### src/sv/ctu_pkg.sv
// package: shared constants, types and register codes for the cohesive traction block
`timescale 1ns / 1ps
package ctu_pkg;

    localparam int SEGMENTS_DEF = 1024;
    localparam int CFG_AW = 5;

    // register byte addresses
    localparam logic [CFG_AW-1:0] REG_N_STRENGTH = 5'd0;
    localparam logic [CFG_AW-1:0] REG_N_CRIT     = 5'd4;
    localparam logic [CFG_AW-1:0] REG_N_PEAK     = 5'd8;
    localparam logic [CFG_AW-1:0] REG_S_STRENGTH = 5'd12;
    localparam logic [CFG_AW-1:0] REG_S_CRIT     = 5'd16;
    localparam logic [CFG_AW-1:0] REG_S_PEAK     = 5'd20;
    localparam logic [CFG_AW-1:0] REG_MIX        = 5'd24;

    localparam logic [31:0] RST_STRENGTH = 32'd65536;
    localparam logic [30:0] RST_CRIT     = 31'd16777216;
    localparam logic [30:0] RST_PEAK     = 31'd3790443;
    localparam logic [3:0]  RST_MIX      = 4'd1;

    typedef struct packed {
        logic [31:0] n_strength;
        logic [30:0] n_crit;
        logic [30:0] n_peak;
        logic [31:0] s_strength;
        logic [30:0] s_crit;
        logic [30:0] s_peak;
        logic [3:0]  mix;
    } t_cfg;

    // divider request: 64-bit numerator over 32-bit denominator
    typedef struct packed {
        logic        start;
        logic [63:0] num;
        logic [31:0] den;
    } t_div_req;

    typedef struct packed {
        logic        done;
        logic [63:0] quo;
    } t_div_rsp;

endpackage

### src/sv/ctu_div.sv
// shared restoring divider, one quotient bit per cycle
`timescale 1ns / 1ps
module ctu_div (
    input  logic              i_clk,
    input  logic              i_rst_n,
    input  ctu_pkg::t_div_req i_req,
    output ctu_pkg::t_div_rsp o_rsp
);
    logic [63:0] r_quo, n_quo;
    logic [31:0] r_rem;
    logic [32:0] n_rem;
    logic [31:0] r_den;
    logic [6:0]  r_cnt;
    logic        r_busy;
    logic        r_done;
    logic [32:0] w_sh;

    always_comb begin
        w_sh  = {r_rem, r_quo[63]};
        n_quo = {r_quo[62:0], 1'b0};
        n_rem = w_sh;
        if (w_sh >= {1'b0, r_den}) begin
            n_rem    = w_sh - {1'b0, r_den};
            n_quo[0] = 1'b1;
        end
    end

    always_ff @(posedge i_clk) begin
        if (!i_rst_n) begin
            r_busy <= 1'b0;
            r_done <= 1'b0;
            r_cnt  <= '0;
        end else begin
            r_done <= 1'b0;
            if (i_req.start) begin
                r_busy <= 1'b1;
                r_cnt  <= 7'd0;
            end else if (r_busy) begin
                r_cnt <= r_cnt + 7'd1;
                if (r_cnt == 7'd63) begin
                    r_busy <= 1'b0;
                    r_done <= 1'b1;
                end
            end
        end
    end

    always_ff @(posedge i_clk) begin
        if (i_req.start) begin
            r_quo <= i_req.num;
            r_rem <= '0;
            r_den <= i_req.den;
        end else if (r_busy) begin
            r_quo <= n_quo;
            r_rem <= n_rem[31:0];
        end
    end

    assign o_rsp.done = r_done;
    assign o_rsp.quo  = r_quo;
endmodule

### config.mk
export PLATFORM = sky130hd
export DESIGN_NAME = ctu_div
export DESIGN_NICKNAME = d
export VERILOG_FILES = /design/src/sv/ctu_pkg.sv /design/src/sv/ctu_div.sv
export SDC_FILE = /design/constraint.sdc
export NUM_CORES = 1
export LEC_CHECK = 0
export BUFFER_PORTS_ARGS = -buffer_cell sky130_fd_sc_hd__buf_4
export CORE_MARGIN = 2
export CORE_UTILIZATION = 50
export CTS_BUF_LIST = sky130_fd_sc_hd__clkbuf_16
export DETAILED_ROUTE_END_ITERATION = 16
export PLACE_DENSITY = 0.8
export SYNTH_ARGS = -nofsm -noshare
export SYNTH_HDL_FRONTEND = slang
export SYNTH_SLANG_ARGS = --single-unit
### constraint.sdc
create_clock -name i_clk -period 2.6 [get_ports i_clk]
set_input_delay 0.13 -clock i_clk [delete_from_list [all_inputs] [get_ports i_clk]]
set_output_delay 0.13 -clock i_clk [all_outputs]
set_load 0.02 [all_outputs]
; ---- After elaboration in Yosys (flattened, before gate mapping)
; Index checks and enable logic that the tools add are counted.
[op_classes]
add_sub_neg = 2
multipliers = 0
n_div = 0
n_lt_le_gt_ge = 1
n_eq_ne = 1
shifts = 0
mux = 8
bitwise_logic = 2
reduce_logical = 3
[ops]
columns = operator, n
row1 = 2-to-1 mux 64 bit, 2
row2 = greater-or-equal comparator 33 x 32 -> 1 bit, 1
row3 = 2-to-1 mux 32 bit, 1
row4 = subtractor 32 bit, 1
row5 = adder 7 x 1 -> 7 bit (second input constant), 1
row6 = equality test 7 x 6 -> 1 bit (second input constant), 1
row7 = 2-to-1 mux 1 bit, 5
row8 = OR reduction 3 bit, 1
row9 = inverter 1 bit, 2
row10 = nonzero test 2 bit, 1
row11 = OR reduction 2 bit, 1
[totals]
regBits = 137
latch_bits = 0
ram_bits = 0
mem_bits_ro = 0
in_bits = 99
output_inout_bits = 65
word_cells = 23
memories = 0

; ---- Longest topological paths before layout
; Gate-level depths: netlist (run 1).
[logic_depth]
depth_word = 4
depth_mapped = 12
ltp_nobuf = 12

; ---- Least setup slack after synthesis (run 1)
; No wires, ideal clock.
[synth_path]
path_type = reg-to-reg
startpoint = register r_quo[63]
endpoint = register r_rem[28]
setup_ns = 0.142
t_arrival_ns = 2.836
required_ns = 2.458
path_slack_ns = -0.378
path_stages_with_launch = 13
synth_period_minus_slack_ns = 2.978
cell_sequence = edfxtp_1 > inv_1 > ha_1 > inv_1 > fa_1 > a21o_1 > a221oi_2 > o21ai_1 > a2111o_1 > and3_1 > or3_1 > nand3_1 > a311oi_1
[synth_via]
elab_chain_cells = 2
elab_cells_between_ends = 3
classes_between = add/sub (1) / order compare (1) / mux (1)
[synth_rtl]
columns = item, line_no
row1 = "start, declared", ctu_div.sv:9  ; logic [63:0] r_quo, n_quo;
row2 = "start signal, assigned", ctu_div.sv:50  ; r_quo <= i_req.num;
row3 = "start signal, assigned", ctu_div.sv:54  ; r_quo <= n_quo;
row4 = subtractor 32 bit / greater-or-equal comparator 33 x 32 -> 1 bit (equally long branches), "ctu_div.sv:23, ctu_div.sv:22"
row5 = 2-to-1 mux 32 bit (*), ctu_div.sv:22  ; if (w_sh >= {1'b0, r_den}) begin
row6 = "end signal, assigned", ctu_div.sv:55  ; r_rem <= n_rem[31:0];
row7 = "end, declared", ctu_div.sv:10  ; logic [31:0] r_rem;
; Mark *: on every way between the ends. The rest lies on a longest branch, timed or not.
; A chain may end at the register's enable or synchronous reset.

; ---- Worst setup path after layout (run 1)
[layout_path]
startpoint = register r_quo[63]
endpoint = register r_rem[30]
; The elaborated chain is that of the path after synthesis.

==> results of run 1 <==
metal layers:
layer / track usage / routed length (µm) / vias to the layer above
li1: - / - / 3209
met1: 0.3270 / 9112 / 3411
met2: 0.5132 / 13050 / 360
met3: 0.08921 / 1972 / 69
met4: 0.08920 / 863 / 0
met5: 0 / 0 / -
flip-flops by register name (all words and copies together), names as in the netlist:
| signal | cells |
|---|---|
| r_busy | 1 |
| r_cnt | 7 |
| r_den | 32 |
| r_done | 1 |
| r_quo | 64 |
| r_rem | 32 |
cell families (layout without fill, tap and decap cells):
logic type	Yosys count	count (layout)
multiplexers	71	71
XOR/XNOR	25	25
AO/OA/AOI/OAI	162	162
adder cells (fa/ha/maj)	34	34
AND/OR/NAND/NOR	176	176
flip-flops	137	137
buffers and inverters	81	429
timing repair:
action                     4_1_cts  5_1_grt
hold endpoints to repair        66        3
pin swaps                       16       43
gates resized for setup         34      106
hold buffers                    66        3
setup endpoints to repair       29       33
setup buffers                   10       14
cloned                           2        0
critical path: cells and delay by family, from the launching register on:
family	cells	cell delay [ns]
AO/OA/AOI/OAI	8	1.77
adder cells (fa/ha/maj)	2	0.55
buffers and inverters	3	0.27
flip-flops	1	0.39
area by class of cell:
cell class                      instances  area [µm²]
Clock buffer                           17       425.4
Clock inverter                         14       171.4
Fill cell                             737        2791
Inverter                               44       165.2
Multi-Input combinational cell        468        4066
Sequential cell                       137        3705
Tap cell                              184       230.2
Timing Repair Buffer                  354        2979
layout by cell type (no fill, tap or decap), drive strengths merged, types with 2 or more instances in the layout:
cell type | netlist | layout
buf | 9 | 284
edfxtp | 96 | 96
dlygate4sd3 | 0 | 69
mux2 | 65 | 65
nand2 | 61 | 61
nor2 | 56 | 56
a21oi | 55 | 55
inv | 44 | 49
dfxtp | 41 | 41
ha | 33 | 33
o21ai | 29 | 29
clkbuf | 28 | 18
a211oi | 17 | 17
xnor2 | 15 | 15
a311oi | 14 | 14
nand3 | 13 | 13
a21o | 11 | 11
xor2 | 10 | 10
nand4 | 9 | 9
o211ai | 8 | 8
and3 | 8 | 8
or3 | 7 | 7
mux2i | 6 | 6
a31oi | 6 | 6
nor3 | 5 | 5
clkinv | 0 | 5
nand2b | 4 | 4
o21a | 4 | 4
a221oi | 3 | 3
bufinv | 0 | 3
a2111oi | 2 | 2
and4 | 2 | 2
a211o | 2 | 2
a21boi | 2 | 2
o22ai | 2 | 2
nor4b | 2 | 2
worst max path at each step:
| stage | from | cells after the start | endpoint | slack (ns) |
|---|---|---|---|---|
| after floorplan | r_quo[63]$_DFFE_PP_ | 12 | r_rem[28]$_SDFFE_PP0P_ | -0.24 |
| after global placement | r_quo[63]$_DFFE_PP_ | 12 | r_rem[28]$_SDFFE_PP0P_ | -0.1 |
| after detailed placement | r_quo[63]$_DFFE_PP_ | 13 | r_rem[22]$_SDFFE_PP0P_ | -0.20 |
| after CTS | r_quo[63]$_DFFE_PP_ | 12 | r_rem[28]$_SDFFE_PP0P_ | -0.16 |
| after global routing | r_quo[63]$_DFFE_PP_ | 13 | r_rem[30]$_SDFFE_PP0P_ | -0.53 |
| final | r_quo[63]$_DFFE_PP_ | 13 | r_rem[30]$_SDFFE_PP0P_ | -0.44 |
through the flow:
step                      total power, mW    util  instances
after floorplan                     3.725       -        686
after global placement              4.469  0.6551       1093
after detailed placement            4.498  0.6551       1093
after CTS                           7.198  0.7637       1202
after global routing                7.861  0.8079       1218
final                               7.592  0.8079       1218
report_power, final:
| group | internal, mW | total (mW) | switching [mW] |
|---|---|---|---|
| Sequential | 2.57 | 2.71 | 0.139 |
| Clock | 1.51 | 2.50 | 0.990 |
| Combinational | 1.18 | 2.38 | 1.20 |
| Total | 5.26 | 7.59 | 2.33 |
==> metrics.txt, run 1 <==
pre-CTS WS=-0.2004 ns; post-synthesis compound-gate area fraction=0.1503; cell area after synthesis=0.007417 mm²; Synth Instances=686; Most Frequent Cell on Critical Path=sky130_fd_sc_hd__a211oi_2; cells along the critical path=inv_1 -> ha_2 -> inv_2 -> fa_2 -> a21o_4 -> buf_12 -> a221oi_4 -> a211oi_2 -> o21ai_2 -> o221ai_4 -> a311o_1 -> a31o_1 -> a211oi_2; post-synthesis net count=819; number of max-cap violations=0; worst endpoint data arrival time=3.39 ns; number of buffer cells added on primary ports=163; Core Region=0.01453 mm²; drt pass-1 iters=5; layout cell share with drive strength beyond 1=0.4816; number of antenna-violating nets in the routed design=0; Initial DRC Count=605; final worst setup slack=-0.4434 ns; CTS tree=done; outcome=finished, violations left; root buffer selected by CTS=sky130_fd_sc_hd__clkbuf_16; largest family of logic cells by synthesized area=compound AO/OA/AOI/OAI gates; Row Count=44; Die X-Extent=125.8 µm; pin count of the biggest net entering global routing=65; launch instance of the worst min-delay path=i_req[93]; sum of overflow across all layers after global routing=0; area fraction in and, or, nand and nor cells after synthesis=0.1103; highest cell delay on the worst timing path=0.39 ns; I/O Pins=164; most used flip-flop cell after synthesis=sky130_fd_sc_hd__edfxtp_1; worst reg2reg path endpoint=r_rem[30]$_SDFFE_PP0P_; Sum Neg Setup Slack=-3.187 ns; largest voltage drop on the vdd net=0.5592 mV; Clk pin slew, worst setup/hold paths=0.06 ns; Worst setup SP type=flip-flop; count of endpoints failing setup in the final report=16; number of synthesized register bits=137; Synth top area share=0.3887; static leakage power=4.839 nW; setup repair after global routing missed its margin=yes; antenna violations before repair=0; dpl cell area=0.009522 mm²; Pins Over Slew Limit=0; most repeated cell in the gate-level netlist after synthesis=sky130_fd_sc_hd__edfxtp_1; class of the worst hold path=in -> reg; Endpoint, Worst Hold=r_quo[61]$_DFFE_PP_; critical path class=reg -> reg; Slew headroom=0.5961; multiplexer fraction of the synthesized cell area=0.1073; power per cell area=646.5 mW/mm²; Total GRT Usage=0.2862; clk buf depth=2; number of synthesized flops with an enable pin=96; portion of the post-synthesis area used by sequential elements=0.4993; Slowest-stage cell, CP=sky130_fd_sc_hd__edfxtp_1; sort of element at the end of the critical path=flip-flop; count of final hold-check violations=0; first-pass GRT wire length=35800 µm; Hold Path Cell Cnt=2; final worst path period share=1.171; start of the worst register-to-register path=r_quo[63]$_DFFE_PP_; top achievable clock speed=0.3286 GHz; Total Die Area=0.01582 mm²; number of global-route vias before repair=7083; post-synthesis share of cell area spent on full adders, half adders and majority gates=0.05837; xor/xnor cell area share of the yosys netlist=0.02952; final worst path period need=3.043 ns; Synth-to-Final Area Change=58.32%; HPWL after detailed placement=14050 µm; ratio of routed vias to standard cells=5.787; number of diodes added for antenna fixing=0; most frequent cells after synthesis=sky130_fd_sc_hd__edfxtp_1, sky130_fd_sc_hd__mux2_2, sky130_fd_sc_hd__nand2_1; net count reported at finish=1155; required time of the critical path=2.95 ns; share of synthesized flip-flops with an asynchronous set or reset=0; number of CTS-inserted buffers=17; vertical die dimension=125.8 µm; average footprint of a synthesized cell=10.81 µm²; Skew-Pair Late Insertion Delay=0.43 ns; number of levels in the clock H-tree=4; violations in the final reports=setup timing; Post-route DRC=0; register-to-register path setup slack=-0.44 ns; post-layout instance area=0.01174 mm²; effective utilization at floorplan=0.5103; critical path peak fanout=3; number of warning messages in the yosys log=0; final hold slack=0.008119 ns; clock tree skew after final layout=0.01035 ns; final WL=25000 µm; depth of the worst register-to-register path=13; vias post-DR=7049; Clock Sink Count=137; GPL Wtd Cong=0.9483; Worst Max-Slew Pin Slew=0.5995 ns; drt wl/cell=20.52 µm; Cell variety after synth=63; largest area contributor in the netlist=sky130_fd_sc_hd__edfxtp_1; dominant cells by area after synthesis=sky130_fd_sc_hd__edfxtp_1, sky130_fd_sc_hd__dfxtp_1, sky130_fd_sc_hd__mux2_2, sky130_fd_sc_hd__ha_1, sky130_fd_sc_hd__a21oi_1
No activity file was read; power rests on OpenSTA's default activity.
==> run 2: changes to the inputs <==
--- a/config.mk
+++ b/config.mk
@@ -10,7 +10,7 @@
 export CORE_UTILIZATION = 50
 export CTS_BUF_LIST = sky130_fd_sc_hd__clkbuf_16
 export DETAILED_ROUTE_END_ITERATION = 16
-export PLACE_DENSITY = 0.8
+export PLACE_DENSITY = 0.77
 export SYNTH_ARGS = -nofsm -noshare
 export SYNTH_HDL_FRONTEND = slang
 export SYNTH_SLANG_ARGS = --single-unit
==> constraint.sdc (replaced) <==
create_clock -name i_clk -period 3 [get_ports i_clk]
set_input_delay 0.15 -clock i_clk [delete_from_list [all_inputs] [get_ports i_clk]]
set_output_delay 0.15 -clock i_clk [all_outputs]
set_load 0.02 [all_outputs]
==> metrics.txt, run 2 (same netlist as run 1, synthesis figures left out) <==
worst endpoint data arrival time=3.12 ns (-0.27 ns); required time of the critical path=3.29 ns (+0.34 ns); antenna violations before repair=0 (unchanged); drt wl/cell=17.13 µm (-17%); Pins Over Slew Limit=0 (unchanged); most common cell after layout, fill and taps aside=sky130_fd_sc_hd__buf_4; number of antenna-violating nets in the routed design=0 (unchanged); Post-route DRC=0 (unchanged); Worst setup SP type=flip-flop; clk buf depth=2 (unchanged); cells along the critical path=inv_1 -> ha_1 -> inv_1 -> fa_2 -> a21o_1 -> a221oi_2 -> o21ai_1 -> a2111o_1 -> and3_1 -> or3_1 -> nand3_1 -> a311oi_1; class of the worst hold path=in -> reg; launch instance of the worst min-delay path=i_req[49]; register-to-register path setup slack=0.18 ns (+0.62 ns); Hold Path Cell Cnt=2 (unchanged); number of diodes added for antenna fixing=0 (unchanged); worst reg2reg path endpoint=r_rem[28]$_SDFFE_PP0P_; Clock Sink Count=137 (unchanged); number of CTS-inserted buffers=17 (unchanged); power per cell area=578.6 mW/mm² (-10%); setup repair after global routing missed its margin=no; Initial DRC Count=423 (-30%); Skew-Pair Late Insertion Delay=0.43 ns (about the same); start of the worst register-to-register path=r_quo[63]$_DFFE_PP_; effective utilization at floorplan=0.5103 (unchanged); Total GRT Usage=0.2384 (-0.04782); number of flip-flops in the largest register=64 (unchanged); net count reported at finish=1038 (-10%); Synth-to-Final Area Change=34.68%; final worst setup slack=0.1767 ns (+0.6201 ns); vias post-DR=6100 (-13%); most flop-heavy register=r_quo; HPWL after detailed placement=13700 µm (-2.5%); Die X-Extent=125.8 µm (unchanged); Worst path top cell family by delay=compound AO/OA/AOI/OAI gates; layout cell share with drive strength beyond 1=0.3479 (-0.1338); number of global-route vias before repair=6177 (-13%); Total Die Area=0.01582 mm² (unchanged); critical path class=reg -> reg; largest voltage drop on the vdd net=0.4518 mV (-19%); number of buffer cells added on primary ports=163 (unchanged); final WL=18860 µm (-25%); Clk pin slew, worst setup/hold paths=0.06 ns (about the same); number of max-cap violations=0 (unchanged); clock tree skew after final layout=0.01100 ns (+0.0006498 ns); Most Frequent Cell on Critical Path=sky130_fd_sc_hd__inv_1; critical path peak fanout=3 (unchanged); I/O Pins=164 (unchanged); Worst Max-Slew Pin Slew=0.7168 ns (+0.1173 ns); top achievable clock speed=0.3542 GHz (+7.8%); count of final hold-check violations=0 (unchanged); sum of overflow across all layers after global routing=0 (unchanged); drt pass-1 iters=5 (unchanged); root buffer selected by CTS=sky130_fd_sc_hd__clkbuf_16; sort of element at the end of the critical path=flip-flop; ratio of routed vias to standard cells=5.540 (-4.3%); Largest regs=r_quo: 64 flops, r_den: 32 flops, r_rem: 32 flops; depth of the worst register-to-register path=12 (-1); pre-CTS WS=-0.01458 ns (+0.1859 ns); highest cell delay on the worst timing path=0.39 ns (about the same); number of levels in the clock H-tree=4 (unchanged); Fill cells=1067 (+45%); final worst path period need=2.823 ns (-0.2201 ns); GPL Wtd Cong=0.9625 (+1.5%); Row Count=44 (unchanged); Endpoint, Worst Hold=r_quo[17]$_DFFE_PP_; static leakage power=4.197 nW (-13%); Core Region=0.01453 mm² (unchanged); Slowest-stage cell, CP=sky130_fd_sc_hd__a2111o_1; CTS tree=done; Slew headroom=0.5222 (-0.07396); pin count of the biggest net entering global routing=65 (unchanged); first-pass GRT wire length=30220 µm (-16%); commonest cells after routing, fill and taps aside=sky130_fd_sc_hd__buf_4, sky130_fd_sc_hd__edfxtp_1, sky130_fd_sc_hd__mux2_2; count of endpoints failing setup in the final report=0 (-16); vertical die dimension=125.8 µm (unchanged); Sum Neg Setup Slack=0 ns (+3.187 ns); final worst path period share=0.9411 (-0.2294); number of buffers and inverters on the critical path=2 (-1); outcome=complete, no violations
run 2: worst register-to-register path: cells and delay by family (launching register included):
family,cells,cell delay (ns)
AO/OA/AOI/OAI,5,1.13
AND/OR/NAND/NOR,3,0.56
adder cells (fa/ha/maj),2,0.49
flip-flops,1,0.38
buffers and inverters,2,0.12
run 2: worst max-delay path by stage:
stage | startpoint | cells past startpoint | end
floorplan | r_quo[63]$_DFFE_PP_ | 12 | r_rem[28]$_SDFFE_PP0P_
global placement | r_quo[63]$_DFFE_PP_ | 12 | r_rem[30]$_SDFFE_PP0P_
detailed placement | r_quo[63]$_DFFE_PP_ | 12 | r_rem[30]$_SDFFE_PP0P_
CTS | r_quo[63]$_DFFE_PP_ | 12 | r_rem[30]$_SDFFE_PP0P_
global route | r_den[8]$_DFFE_PP_ | 10 | r_rem[22]$_SDFFE_PP0P_
finish | r_quo[63]$_DFFE_PP_ | 12 | r_rem[28]$_SDFFE_PP0P_
run 2: power by group:
| part | internal [mW] | total [mW] | switching (mW) |
|---|---|---|---|
| logic | 0.696 | 1.48 | 0.787 |
| clock network | 1.14 | 1.97 | 0.831 |
| registers | 2.23 | 2.33 | 0.103 |
| total | 4.06 | 5.78 | 1.72 |
run 2: final cells by class:
cell class | instances | area (µm²) | share of cell area
Timing Repair Buffer | 237 | 1924 | 0.1926
Tap cell | 184 | 230.2 | 0.02305
Clock inverter | 14 | 120.1 | 0.01202
Multi-Input combinational cell | 468 | 3421 | 0.3424
Inverter | 44 | 165.2 | 0.01653
Clock buffer | 17 | 425.4 | 0.04259
Sequential cell | 137 | 3704 | 0.3707
run 2: repair_timing:
| item | 4_1_cts | 5_1_grt |
|---|---|---|
| hold buffers | 33 | 0 |
| setup endpoints to repair | 1 | 21 |
| hold endpoints to repair | 33 | 0 |
| setup buffers | 0 | 3 |
| gates resized for setup | 1 | 7 |
| pin swaps | 0 | 5 |
run 2: metrics by stage:
stage | instance area [µm²] | instances | hold WS, ns | power [mW] | util
2_1_floorplan | 7417 | 686 | 0.2489 | 3.219 | -
3_3_place_gp | 9060 | 1034 | 0.3287 | 3.747 | 0.6234
3_5_place_dp | 9060 | 1034 | 0.3293 | 3.774 | 0.6234
4_1_cts | 9942 | 1098 | 0.008690 | 5.790 | 0.6841
5_1_grt | 9990 | 1101 | 0.01007 | 6.037 | 0.6873
6_report | 9990 | 1101 | 0.02454 | 5.780 | 0.6873
run 2: routing by layer:
layer | GRT usage | wire [µm]
met5 | 0 | 0
met4 | 0.09114 | 414
met3 | 0.07689 | 1348
met2 | 0.4057 | 9244
met1 | 0.2822 | 7849
